--- config.mk ---
export PLATFORM = sky130hd
export DESIGN_NAME = touch_key_baseline_tracker_core
export DESIGN_NICKNAME = d
export VERILOG_FILES = /design/src/rtl/tkbt_pkg.sv /design/src/rtl/tkbt_mem.sv /design/src/rtl/tkbt_seq.sv /design/src/rtl/tkbt_upd.sv /design/src/rtl/touch_key_baseline_tracker_core.sv
export VERILOG_INCLUDE_DIRS = /design/src /design/src/rtl
export SDC_FILE = /design/constraint.sdc
export NUM_CORES = 1
export LEC_CHECK = 0
export BUFFER_PORTS_ARGS = -buffer_cell sky130_fd_sc_hd__buf_4
export CAP_MARGIN = 30
export CORE_MARGIN = 3
export CORE_UTILIZATION = 55
export CTS_BUF_LIST = sky130_fd_sc_hd__clkbuf_8
export CTS_CLUSTER_SIZE = 10
export DETAILED_ROUTE_END_ITERATION = 12
export MAX_ROUTING_LAYER = met4
export PLACE_DENSITY = 0.72
export SYNTH_ARGS = -nofsm -noshare
export SYNTH_HDL_FRONTEND = slang
export SYNTH_SLANG_ARGS = --single-unit
--- constraint.sdc ---
create_clock -name clk_i -period 8.6 [get_ports clk_i]
set_clock_uncertainty 0.2 [all_clocks]
set_input_delay 1.72 -clock clk_i [delete_from_list [all_inputs] [get_ports clk_i]]
set_output_delay 1.72 -clock clk_i [all_outputs]
set_load 0.02 [all_outputs]
--- src/rtl/touch_key_baseline_tracker_core_macros.svh ---
// Assertion helpers shared by the tracker modules.
// Every property is clocked on clk_i and ignored while rst_ni is low.
`ifndef TOUCH_KEY_BASELINE_TRACKER_CORE_MACROS_SVH
`define TOUCH_KEY_BASELINE_TRACKER_CORE_MACROS_SVH

// Consequent must hold in the same cycle as the antecedent.
`define TKBT_ASSERT_NOW(lbl, ante, cons, msg) \
  lbl: assert property (@(posedge clk_i) disable iff (!rst_ni) (ante) |-> (cons)) \
    else $error(msg);

// Consequent must hold in the cycle after the antecedent.
`define TKBT_ASSERT_NEXT(lbl, ante, cons, msg) \
  lbl: assert property (@(posedge clk_i) disable iff (!rst_ni) (ante) |=> (cons)) \
    else $error(msg);

`endif

--- src/rtl/tkbt_pkg.sv ---
`default_nettype none

package tkbt_pkg;

  // Default channel count and fixed field widths.
  localparam int NumChannelsDefault = 6;
  localparam int KeyW   = 6;
  localparam int ChW    = 3;
  localparam int EnW    = 1 << ChW;
  localparam int RawW   = 16;
  localparam int CntW   = 8;
  localparam int CycW   = 8;
  localparam int RegW   = 8;
  localparam int CfgIdxW = 3;

  // Configuration register indexes.
  localparam logic [CfgIdxW-1:0] CfgChannelEnable   = 3'd0;
  localparam logic [CfgIdxW-1:0] CfgMaxHalfDelta    = 3'd1;
  localparam logic [CfgIdxW-1:0] CfgNoiseHalfDelta  = 3'd2;
  localparam logic [CfgIdxW-1:0] CfgNoiseCountLimit = 3'd3;
  localparam logic [CfgIdxW-1:0] CfgFilterDelay     = 3'd4;
  localparam logic [CfgIdxW-1:0] CfgTouchThreshold  = 3'd5;
  localparam logic [CfgIdxW-1:0] CfgReleaseThreshold = 3'd6;

  // Reset values of the configuration registers.
  localparam logic [KeyW-1:0] RstChannelEnable   = '0;
  localparam logic [RegW-1:0] RstMaxHalfDelta    = 8'd5;
  localparam logic [RegW-1:0] RstNoiseHalfDelta  = 8'd2;
  localparam logic [RegW-1:0] RstNoiseCountLimit = 8'd10;
  localparam logic [RegW-1:0] RstFilterDelay     = 8'd5;
  localparam logic [RegW-1:0] RstTouchThreshold  = 8'd100;
  localparam logic [RegW-1:0] RstReleaseThreshold = 8'd80;

  typedef struct packed {
    logic [KeyW-1:0] channel_enable;
    logic [RegW-1:0] max_half_delta;
    logic [RegW-1:0] noise_half_delta;
    logic [RegW-1:0] noise_count_limit;
    logic [RegW-1:0] filter_delay_limit;
    logic [RegW-1:0] touch_threshold;
    logic [RegW-1:0] release_threshold;
  } cfg_t;

  // Per-item control decided at the front of the pipeline.
  typedef struct packed {
    logic            en;
    logic            cal;
    logic [CycW-1:0] cyc;
  } ctl_t;

  // One channel's entry in the state memory.
  typedef struct packed {
    logic [CntW-1:0] noise_count;
    logic [RawW-1:0] baseline;
  } entry_t;

  localparam int EntryW = CntW + RawW;

endpackage

`default_nettype wire

--- src/rtl/tkbt_mem.sv ---
`default_nettype none

module tkbt_mem #(
  parameter int NUM_CHANNELS = tkbt_pkg::NumChannelsDefault,
  parameter int PtrW = 3
) (
  input  wire logic                clk_i,
  input  wire logic                rst_ni,
  input  wire logic                rd_en_i,
  input  wire logic [PtrW-1:0]     rd_addr_i,
  output tkbt_pkg::entry_t         rd_entry_o,
  input  wire logic                wr_en_i,
  input  wire logic [PtrW-1:0]     wr_addr_i,
  input  wire tkbt_pkg::entry_t    wr_entry_i
);

  logic [tkbt_pkg::EntryW-1:0] mem_q [NUM_CHANNELS];
  logic [tkbt_pkg::EntryW-1:0] rd_data_q;
  logic [NUM_CHANNELS-1:0]     vld_q;
  logic                        rd_vld_q;

  // Storage array and registered read port.
  always_ff @(posedge clk_i) begin
    if (wr_en_i) begin
      mem_q[wr_addr_i] <= wr_entry_i;
    end
    if (rd_en_i) begin
      rd_data_q <= mem_q[rd_addr_i];
    end
  end

  // Entries never written read as zero after reset.
  always_ff @(posedge clk_i or negedge rst_ni) begin
    if (!rst_ni) begin
      vld_q    <= '0;
      rd_vld_q <= 1'b0;
    end else begin
      if (wr_en_i) begin
        vld_q[wr_addr_i] <= 1'b1;
      end
      if (rd_en_i) begin
        rd_vld_q <= vld_q[rd_addr_i];
      end
    end
  end

  assign rd_entry_o = rd_vld_q ? tkbt_pkg::entry_t'(rd_data_q) : '0;

endmodule

`default_nettype wire

--- src/rtl/tkbt_seq.sv ---
`default_nettype none

module tkbt_seq #(
  parameter int NUM_CHANNELS = tkbt_pkg::NumChannelsDefault,
  parameter int PtrW = 3
) (
  input  wire logic                clk_i,
  input  wire logic                rst_ni,
  input  wire logic                acc_i,
  input  wire logic                load_i,
  input  wire tkbt_pkg::cfg_t      cfg_i,
  output logic [PtrW-1:0]          ptr_o,
  output tkbt_pkg::ctl_t           ctl_o
);

  `include "touch_key_baseline_tracker_core_macros.svh"

  localparam logic [PtrW-1:0] LastPtr = PtrW'(NUM_CHANNELS - 1);

  logic [PtrW-1:0]               ptr_q, ptr_d;
  logic [tkbt_pkg::CycW-1:0]     cyc_q, cyc_d, cyc_next;
  logic [tkbt_pkg::CycW-1:0]     next_cal_q, next_cal_d;
  logic [tkbt_pkg::EnW-1:0]      en_ext;
  logic [tkbt_pkg::ChW-1:0]      ch;
  logic                          last;
  logic                          cal;
  logic                          advance;

  // Channel decode and the calibrate-cycle match.
  always_comb begin
    ch       = tkbt_pkg::ChW'(ptr_q);
    en_ext   = tkbt_pkg::EnW'(cfg_i.channel_enable);
    last     = (ptr_q == LastPtr);
    cal      = (next_cal_q == cyc_q);
    advance  = acc_i && !load_i;
    cyc_next = (advance && last) ? cyc_q + 1'b1 : cyc_q;
  end

  // Pointer moves on every accepted non-load sample; cycle counter on wrap.
  always_comb begin
    ptr_d      = ptr_q;
    cyc_d      = cyc_q;
    next_cal_d = next_cal_q;
    if (advance) begin
      ptr_d = last ? '0 : ptr_q + 1'b1;
      if (last) begin
        cyc_d = cyc_next;
        if (cal) begin
          next_cal_d = cyc_q + cfg_i.filter_delay_limit;
        end
      end
    end
  end

  always_ff @(posedge clk_i or negedge rst_ni) begin
    if (!rst_ni) begin
      ptr_q      <= '0;
      cyc_q      <= '0;
      next_cal_q <= '0;
    end else begin
      ptr_q      <= ptr_d;
      cyc_q      <= cyc_d;
      next_cal_q <= next_cal_d;
    end
  end

  assign ptr_o     = ptr_q;
  assign ctl_o.en  = en_ext[ch];
  assign ctl_o.cal = cal;
  assign ctl_o.cyc = cyc_next;

  `TKBT_ASSERT_NOW(a_ptr_range, 1'b1, ptr_q <= LastPtr, "channel pointer out of range")
  `TKBT_ASSERT_NEXT(a_cyc_wrap, advance && last, cyc_q == $past(cyc_q) + 1'b1,
                    "cycle counter did not advance at pointer wrap")

endmodule

`default_nettype wire

--- src/rtl/tkbt_upd.sv ---
`default_nettype none

module tkbt_upd #(
  parameter int PtrW = 3
) (
  input  wire logic                          clk_i,
  input  wire logic                          rst_ni,
  input  wire logic                          acc_i,
  input  wire logic [tkbt_pkg::RawW-1:0]     raw_i,
  input  wire logic                          load_i,
  input  wire logic [PtrW-1:0]               ptr_i,
  input  wire tkbt_pkg::ctl_t                ctl_i,
  input  wire tkbt_pkg::cfg_t                cfg_i,
  input  wire tkbt_pkg::entry_t              rd_entry_i,
  output logic                               in_ready_o,
  output logic                               wr_en_o,
  output logic [PtrW-1:0]                    wr_addr_o,
  output tkbt_pkg::entry_t                   wr_entry_o,
  output logic                               out_valid_o,
  input  wire logic                          out_ready_i,
  output logic [tkbt_pkg::ChW-1:0]           out_channel_o,
  output logic [tkbt_pkg::KeyW-1:0]          out_pressed_o,
  output logic [tkbt_pkg::CycW-1:0]          out_cycle_o
);

  `include "touch_key_baseline_tracker_core_macros.svh"

  // Update stage registers.
  logic                          s1_valid_q;
  logic [PtrW-1:0]               s1_ptr_q;
  logic [tkbt_pkg::RawW-1:0]     s1_raw_q;
  logic                          s1_load_q;
  tkbt_pkg::ctl_t                s1_ctl_q;
  logic                          fwd_q, fwd_d;
  tkbt_pkg::entry_t              fwd_entry_q;

  logic [tkbt_pkg::KeyW-1:0]     side_q, side_d;
  logic [tkbt_pkg::KeyW-1:0]     pressed_q, pressed_d;

  logic                          out_valid_q;
  logic [tkbt_pkg::ChW-1:0]      out_channel_q;
  logic [tkbt_pkg::KeyW-1:0]     out_pressed_q;
  logic [tkbt_pkg::CycW-1:0]     out_cycle_q;

  logic                          s1_adv;
  logic                          fire;
  tkbt_pkg::entry_t              cur;
  tkbt_pkg::entry_t              cal_entry;
  logic [tkbt_pkg::EnW-1:0]      onehot;
  logic [tkbt_pkg::KeyW-1:0]     keybit;
  logic                          side_bit;
  logic                          prs_bit;
  logic [tkbt_pkg::RawW-1:0]     d16;
  logic signed [tkbt_pkg::RawW:0] diff;
  logic signed [tkbt_pkg::RawW:0] lim;
  logic signed [tkbt_pkg::RawW:0] neg_rel;
  logic signed [tkbt_pkg::RawW:0] neg_touch;
  logic                          near;
  logic                          positive;
  logic                          same;
  logic [tkbt_pkg::CntW-1:0]     cnt;
  logic                          side_new;
  logic                          prs_new;

  // Stage handshake: the output register frees the update stage.
  assign s1_adv     = !out_valid_q || out_ready_i;
  assign in_ready_o = !s1_valid_q || s1_adv;
  assign fire       = s1_valid_q && s1_adv;

  // A write in flight to the entry now being read is forwarded next cycle.
  assign fwd_d = s1_valid_q && wr_en_o && (s1_ptr_q == ptr_i);

  // Difference, side and count arithmetic for the channel in this stage.
  always_comb begin
    cur       = fwd_q ? fwd_entry_q : rd_entry_i;
    onehot    = tkbt_pkg::EnW'(1) << s1_ptr_q;
    keybit    = onehot[tkbt_pkg::KeyW-1:0];
    side_bit  = |(side_q & keybit);
    prs_bit   = |(pressed_q & keybit);
    d16       = s1_raw_q - cur.baseline;
    diff      = $signed({d16[tkbt_pkg::RawW-1], d16});
    lim       = $signed({{(tkbt_pkg::RawW + 1 - tkbt_pkg::RegW){1'b0}}, cfg_i.max_half_delta});
    neg_rel   = -$signed({{(tkbt_pkg::RawW + 1 - tkbt_pkg::RegW){1'b0}},
                          cfg_i.release_threshold});
    neg_touch = -$signed({{(tkbt_pkg::RawW + 1 - tkbt_pkg::RegW){1'b0}},
                          cfg_i.touch_threshold});
    near      = (diff < lim) && (diff > -lim);
    positive  = !d16[tkbt_pkg::RawW-1] && (|d16);
    same      = positive ? side_bit : !side_bit;
    cnt       = cur.noise_count + 1'b1;
  end

  // Calibration: small differences track the sample, persistent drift steps.
  always_comb begin
    cal_entry = cur;
    side_new  = side_bit;
    if (near) begin
      cal_entry.baseline = s1_raw_q;
    end else if (same) begin
      cal_entry.noise_count = cnt;
      if (cnt >= cfg_i.noise_count_limit) begin
        cal_entry.noise_count = '0;
        if (positive) begin
          cal_entry.baseline = cur.baseline + tkbt_pkg::RawW'(cfg_i.noise_half_delta);
        end else begin
          cal_entry.baseline = cur.baseline - tkbt_pkg::RawW'(cfg_i.noise_half_delta);
        end
      end
    end else begin
      side_new              = positive;
      cal_entry.noise_count = tkbt_pkg::CntW'(1);
    end
  end

  // Press hysteresis on the difference taken before calibration.
  assign prs_new = prs_bit ? !(diff > neg_rel) : (diff < neg_touch);

  // Write-back and mask updates.
  always_comb begin
    wr_en_o    = 1'b0;
    wr_addr_o  = s1_ptr_q;
    wr_entry_o = cal_entry;
    side_d     = side_q;
    pressed_d  = pressed_q;
    if (fire) begin
      if (s1_load_q) begin
        wr_en_o             = 1'b1;
        wr_entry_o          = cur;
        wr_entry_o.baseline = s1_raw_q;
      end else if (s1_ctl_q.en) begin
        if (s1_ctl_q.cal) begin
          wr_en_o = 1'b1;
          side_d  = side_new ? (side_q | keybit) : (side_q & ~keybit);
        end
        pressed_d = prs_new ? (pressed_q | keybit) : (pressed_q & ~keybit);
      end
    end
  end

  always_ff @(posedge clk_i or negedge rst_ni) begin
    if (!rst_ni) begin
      s1_valid_q  <= 1'b0;
      fwd_q       <= 1'b0;
      side_q      <= '0;
      pressed_q   <= '0;
      out_valid_q <= 1'b0;
    end else begin
      if (in_ready_o) begin
        s1_valid_q <= acc_i;
      end
      if (acc_i) begin
        fwd_q <= fwd_d;
      end
      side_q    <= side_d;
      pressed_q <= pressed_d;
      if (s1_adv) begin
        out_valid_q <= s1_valid_q;
      end
    end
  end

  // Payload registers.
  always_ff @(posedge clk_i) begin
    if (acc_i) begin
      s1_ptr_q  <= ptr_i;
      s1_raw_q  <= raw_i;
      s1_load_q <= load_i;
      s1_ctl_q  <= ctl_i;
    end
    if (wr_en_o) begin
      fwd_entry_q <= wr_entry_o;
    end
    if (fire) begin
      out_channel_q <= tkbt_pkg::ChW'(s1_ptr_q);
      out_pressed_q <= pressed_d;
      out_cycle_q   <= s1_ctl_q.cyc;
    end
  end

  assign out_valid_o   = out_valid_q;
  assign out_channel_o = out_channel_q;
  assign out_pressed_o = out_pressed_q;
  assign out_cycle_o   = out_cycle_q;

  `TKBT_ASSERT_NOW(a_wr_on_fire, wr_en_o, fire, "entry write without an advancing item")
  `TKBT_ASSERT_NEXT(a_one_key, 1'b1, $countones(pressed_q ^ $past(pressed_q)) <= 1,
                    "more than one key changed in one cycle")

endmodule

`default_nettype wire

--- src/rtl/touch_key_baseline_tracker_core.sv ---
// Capacitive key baseline tracker.
// Input stream: one raw sample per transfer on s_axis_tdata, for the channel
// under an internal round-robin pointer; s_axis_tuser set stores the sample
// as that channel's baseline without advancing the pointer.
// Output stream: one result per accepted sample on m_axis_tdata with the
// channel index, the pressed-key mask after the sample and the count of
// completed full channel passes.
// A transfer passes the update stage and output registers to m_axis_tvalid.
// Samples are taken every cycle unless stalled: the per-channel baseline
// and noise count sit in a small memory with a registered read, and a write
// to the entry read in the same cycle is forwarded into the update stage.
// When m_axis_tready is low the output register holds its result; once the
// update stage also holds a sample, s_axis_tready follows m_axis_tready in
// the same cycle, so nothing is lost. Reset clears all keys, counters and
// the pointer, loads the register defaults, and makes every channel's
// baseline and noise count read as zero. The user writes the configuration
// port only while the streams are idle; the block does not enforce it.
`default_nettype none

module touch_key_baseline_tracker_core #(
  parameter int NUM_CHANNELS = tkbt_pkg::NumChannelsDefault
) (
  input  wire logic                           clk_i,
  input  wire logic                           rst_ni,
  input  wire logic                           s_axis_tvalid,
  output logic                                s_axis_tready,
  // raw_sample [15:0]
  input  wire logic [15:0]                    s_axis_tdata,
  // load_baseline [0]
  input  wire logic                           s_axis_tuser,
  output logic                                m_axis_tvalid,
  input  wire logic                           m_axis_tready,
  // channel [2:0], pressed_keys [8:3], cycle_count [16:9], zero fill [23:17]
  output logic [23:0]                         m_axis_tdata,
  input  wire logic                           cfg_we_i,
  input  wire logic [tkbt_pkg::CfgIdxW-1:0]   cfg_idx_i,
  input  wire logic [tkbt_pkg::RegW-1:0]      cfg_data_i
);

  localparam int PtrW = (NUM_CHANNELS > 1) ? $clog2(NUM_CHANNELS) : 1;
  localparam int OutW = tkbt_pkg::ChW + tkbt_pkg::KeyW + tkbt_pkg::CycW;

  tkbt_pkg::cfg_t                 cfg_q, cfg_d;
  tkbt_pkg::ctl_t                 ctl;
  tkbt_pkg::entry_t               rd_entry;
  tkbt_pkg::entry_t               wr_entry;
  logic [PtrW-1:0]                ptr;
  logic [PtrW-1:0]                wr_addr;
  logic                           wr_en;
  logic                           acc;
  logic [tkbt_pkg::ChW-1:0]       out_channel;
  logic [tkbt_pkg::KeyW-1:0]      out_pressed;
  logic [tkbt_pkg::CycW-1:0]      out_cycle;

  assign acc = s_axis_tvalid && s_axis_tready;

  // Configuration register file.
  always_comb begin
    cfg_d = cfg_q;
    if (cfg_we_i) begin
      case (cfg_idx_i)
        tkbt_pkg::CfgChannelEnable:
          cfg_d.channel_enable = cfg_data_i[tkbt_pkg::KeyW-1:0];
        tkbt_pkg::CfgMaxHalfDelta:     cfg_d.max_half_delta     = cfg_data_i;
        tkbt_pkg::CfgNoiseHalfDelta:   cfg_d.noise_half_delta   = cfg_data_i;
        tkbt_pkg::CfgNoiseCountLimit:  cfg_d.noise_count_limit  = cfg_data_i;
        tkbt_pkg::CfgFilterDelay:      cfg_d.filter_delay_limit = cfg_data_i;
        tkbt_pkg::CfgTouchThreshold:   cfg_d.touch_threshold    = cfg_data_i;
        tkbt_pkg::CfgReleaseThreshold: cfg_d.release_threshold  = cfg_data_i;
        default: cfg_d = cfg_q;
      endcase
    end
  end

  always_ff @(posedge clk_i or negedge rst_ni) begin
    if (!rst_ni) begin
      cfg_q.channel_enable     <= tkbt_pkg::RstChannelEnable;
      cfg_q.max_half_delta     <= tkbt_pkg::RstMaxHalfDelta;
      cfg_q.noise_half_delta   <= tkbt_pkg::RstNoiseHalfDelta;
      cfg_q.noise_count_limit  <= tkbt_pkg::RstNoiseCountLimit;
      cfg_q.filter_delay_limit <= tkbt_pkg::RstFilterDelay;
      cfg_q.touch_threshold    <= tkbt_pkg::RstTouchThreshold;
      cfg_q.release_threshold  <= tkbt_pkg::RstReleaseThreshold;
    end else begin
      cfg_q <= cfg_d;
    end
  end

  tkbt_seq #(
    .NUM_CHANNELS (NUM_CHANNELS),
    .PtrW         (PtrW)
  ) u_seq (
    .clk_i  (clk_i),
    .rst_ni (rst_ni),
    .acc_i  (acc),
    .load_i (s_axis_tuser),
    .cfg_i  (cfg_q),
    .ptr_o  (ptr),
    .ctl_o  (ctl)
  );

  tkbt_mem #(
    .NUM_CHANNELS (NUM_CHANNELS),
    .PtrW         (PtrW)
  ) u_mem (
    .clk_i      (clk_i),
    .rst_ni     (rst_ni),
    .rd_en_i    (acc),
    .rd_addr_i  (ptr),
    .rd_entry_o (rd_entry),
    .wr_en_i    (wr_en),
    .wr_addr_i  (wr_addr),
    .wr_entry_i (wr_entry)
  );

  tkbt_upd #(
    .PtrW (PtrW)
  ) u_upd (
    .clk_i         (clk_i),
    .rst_ni        (rst_ni),
    .acc_i         (acc),
    .raw_i         (s_axis_tdata),
    .load_i        (s_axis_tuser),
    .ptr_i         (ptr),
    .ctl_i         (ctl),
    .cfg_i         (cfg_q),
    .rd_entry_i    (rd_entry),
    .in_ready_o    (s_axis_tready),
    .wr_en_o       (wr_en),
    .wr_addr_o     (wr_addr),
    .wr_entry_o    (wr_entry),
    .out_valid_o   (m_axis_tvalid),
    .out_ready_i   (m_axis_tready),
    .out_channel_o (out_channel),
    .out_pressed_o (out_pressed),
    .out_cycle_o   (out_cycle)
  );

  assign m_axis_tdata = {{(24 - OutW){1'b0}}, out_cycle, out_pressed, out_channel};

endmodule

`default_nettype wire
==> impl_metrics.csv <==
group,metric,value,unit
global_routing,grt_max_degree,77,
drt,post_drt_wl_per_cell,20.5,um
run,maxCapViolations,0,
setup_path,worstReg2RegStart,"u_mem.rd_vld_q",
drt,vias_per_cell,5.92,
setup_path,reg2reg_depth,24,
setup_path,r2r_setup_slack,1020,ps
setup_path,worst_ep_arrival_time,7630,ps
cts,clk_latency,610,ps
sta,setup_viol,0,
setup_path,crit_type,"register to register",
floorplanning,dieArea,0.0348,sq mm
power_and_ir_drop,ir_worst_vdd,0.174,mV
setup_path,r2r_end,"u_mem.mem_q[2][14]",
sta,final.period_utilization,88.1,%
power_and_ir_drop,leakagePower,0.00794,uW
cts,cts_resized,0,
cts,cts_tree,"done",
sta,drv_slew,0,
floorplanning,pin_count,59,
cts,cts.sinks,334,
final_layout,drive_gt1_share,18.1,%
status,outcome,"finished, final reports clean",
cts,htreeDepth,2,
final_layout,area_delta_synth_final,10.6,%
yosys,netlist_instances,1463,
yosys,synth_area,0.0179,sq mm
yosys,synth_warnings,0,
global_routing,grt_util_all_layers,24.2,%
setup_path,crit_start,"u_mem.rd_vld_q",
setup_path,crit_chain,"nor2b_1 > buf_4 > a22oi_1 > ha_1 > nand2_1 > nor2_1 > nand3_1 > nor2b_1 > a21oi_1 > or3_1 > inv_1 > a31oi_1 > buf_4 > mux2_2 > fa_1 > a21oi_1 > nor2_1 > o41a_1 > maj3_2 > o2111ai_1 > and3_1 > o31ai_1 > xnor2_1 > o31ai_1",
cts,clk_pin_slew,60,ps
yosys,synth_common_cells,"edfxtp_1, ha_1, nand2_1, dfrtp_1, a21oi_1",
setup_path,crit_path_max_fanout,21,
setup_path,cp-end-kind,"register",
power_and_ir_drop,power,7460,uW
place,gp_congestion,0.871,
power_and_ir_drop,power_density,376,mW/mm^2
setup_path,required,8650,ps
place,hpwl,28.6,mm
yosys,ys_seq_area_share,53.4,%
min_path,hp-class,"register to register",
global_routing,grt_overflow,0,
floorplanning,core,0.0318,sq mm
yosys,synth_cell_type_count,91,
final_layout,layout.nets,1680,
place,port_buffers,51,
sta,slew_headroom,36.0,%
final_layout,diodes,0,
setup_path,startpoint_type,"register",
cts,post_cts.repair.setup_buffers,0,
floorplanning,die_w,186,um
sta,setup_tns,0,ps
setup_path,cp_slowest_cell,"dfrtp_1",
floorplanning,initial_utilization,56.3,%
drt,drt_iter0_markers,806,
sta,min_period,7580,ps
sta,worst_slew_pin_slew,950,ps
yosys,synth_top_area_share,40.1,%
cts,cts_buffers,55,
cts,cts_root_buf,"clkbuf_8",
yosys,synth_area_per_cell,12.2,sq um
sta,hold_viol,0,
global_routing,grt_pass1_wl,65.1,mm
yosys,synth_edf_count,239,
floorplanning,die_h,186,um
yosys,synth-seq-cells,334,
sta,whs,215,ps
cts,hold_buffers,0,
global_routing,grt_antenna_before_repair,0,
yosys,synth_largest_area_cell,"edfxtp_1",
yosys,synth_top_flop_cell,"edfxtp_1",
setup_path,max_stage_delay,800,ps
setup_path,cp-endpoint,"u_mem.mem_q[2][14]",
sta,clock.fmax,0.132,GHz
yosys,synth.area.top_cells,"edfxtp_1, dfrtp_1, ha_1",
drt,postRouteAntennaNets,0,
sta,rsz0062_at_grt,"false",
drt,first_pass_iters,5,
drt,routed_wl,41.3,mm
drt,vias,11946,
yosys,async_flop_share,28.4,%
cts,clockBufferDepth,3,
yosys,synth.most_common_cell,"edfxtp_1",
drt,drc,0,
global_routing,grt_pass1_vias,11672,
floorplanning,rows,65,
## worst max-delay path: cells and delay by family, from the launching register on
family | cells | cell delay [ps]
and+or+nand+nor | 8 | 1790
buffers and inverters | 3 | 800
xor gates and xnor gates | 1 | 150
muxes | 1 | 310
AOI/OAI and AO/OA | 8 | 1910
adders and majority gates | 3 | 1260
DFF | 1 | 800
## routing by layer
layer | track usage [%] | part of all wire [%] | up-vias
met5 | - | 0 | -
met4 | 6.95 | 2.5 | 0
li1 | - | - | 5674
met1 | 33.5 | 45 | 5871
met2 | 37.4 | 46 | 325
met3 | 3.96 | 6.1 | 76
## stage by stage
step | instances | setup WS [ps] | util [%] | cell area (sq um)
after floorplan | 1469 | 1130 | - | 17900
after global placement | 1918 | 1400 | 59.0 | 18800
after detailed placement | 1919 | 1220 | 59.0 | 18800
after CTS | 2015 | 1140 | 62.2 | 19800
after global routing | 2018 | 495 | 62.3 | 19800
final | 2018 | 1020 | 62.3 | 19800
## cells by family (layout without fill, tap and decap cells)
group	count (synthesis)	after routing	synth area share (%)
DFF	334	334	53.4
adders and majority gates	111	111	7.75
buffers and inverters	121	235	2.77
AOI/OAI and AO/OA	290	290	10.8
and+or+nand+nor	401	401	12.1
xor gates and xnor gates	88	88	4.38
muxes	117	117	8.77
other	1	7	0.0209
## area by class of cell
| class | count | area, sq um |
|---|---|---|
| Inverter | 66 | 248 |
| Fill cell | 2473 | 12000 |
| Clock buffer | 59 | 812 |
| Multi-Input combinational cell | 1014 | 7890 |
| Clock inverter | 37 | 198 |
| Timing Repair Buffer | 73 | 558 |
| Tap cell | 435 | 544 |
| Sequential cell | 334 | 9570 |
## worst min path at each step
stage                           endpoint  cells after the start  slack [ps]         startpoint
finish              u_upd.out_cycle_o[2]                      0         220  u_upd.s1_ctl_q[2]
global route        u_upd.out_cycle_o[3]                      0         240  u_upd.s1_ctl_q[3]
CTS                 u_upd.out_cycle_o[2]                      0         220  u_upd.s1_ctl_q[2]
detailed placement  u_upd.out_cycle_o[3]                      0         210  u_upd.s1_ctl_q[3]
global placement    u_upd.out_cycle_o[5]                      0         200  u_upd.s1_ctl_q[5]
floorplan           u_upd.out_cycle_o[0]                      0         200  u_upd.s1_ctl_q[0]
## power breakdown
group | internal (uW) | switching [uW] | total (uW)
clock network | 661 | 618 | 1280
registers | 2340 | 206 | 2550
logic | 1400 | 2230 | 3630
total | 4400 | 3060 | 7460
## flip-flops by register name, summed over array words and instances (netlist names), named ones only
signal,count
u_mem.vld_q,6
u_upd.s1_ctl_q,10
u_upd.out_pressed_o,6
u_upd.fwd_q,1
u_upd.fwd_entry_q,24
u_mem.mem_q,144
u_upd.out_valid_o,1
u_upd.s1_valid_q,1
u_seq.ptr_o,3
u_upd.wr_addr_o,3
u_upd.pressed_q,6
u_seq.next_cal_q,8
cfg_q,54
u_upd.out_cycle_o,8
u_seq.cyc_q,8
u_mem.rd_data_q,24
u_mem.rd_vld_q,1
u_upd.s1_raw_q,16
u_upd.out_channel_o,3
u_upd.s1_load_q,1
## cell usage in the layout (no fill, tap or decap), types with 26 or more instances in the layout
cell type,n
mux2_2,59
clkbuf_8,59
o21ai_0,61
dfrtp_1,81
xnor2_1,62
nand2_1,96
edfxtp_1,239
buf_4,69
mux2i_1,32
a21oi_1,77
mux4_2,26
nor2_1,74
ha_1,101
inv_1,76
Power figures use the tool's default switching activity.
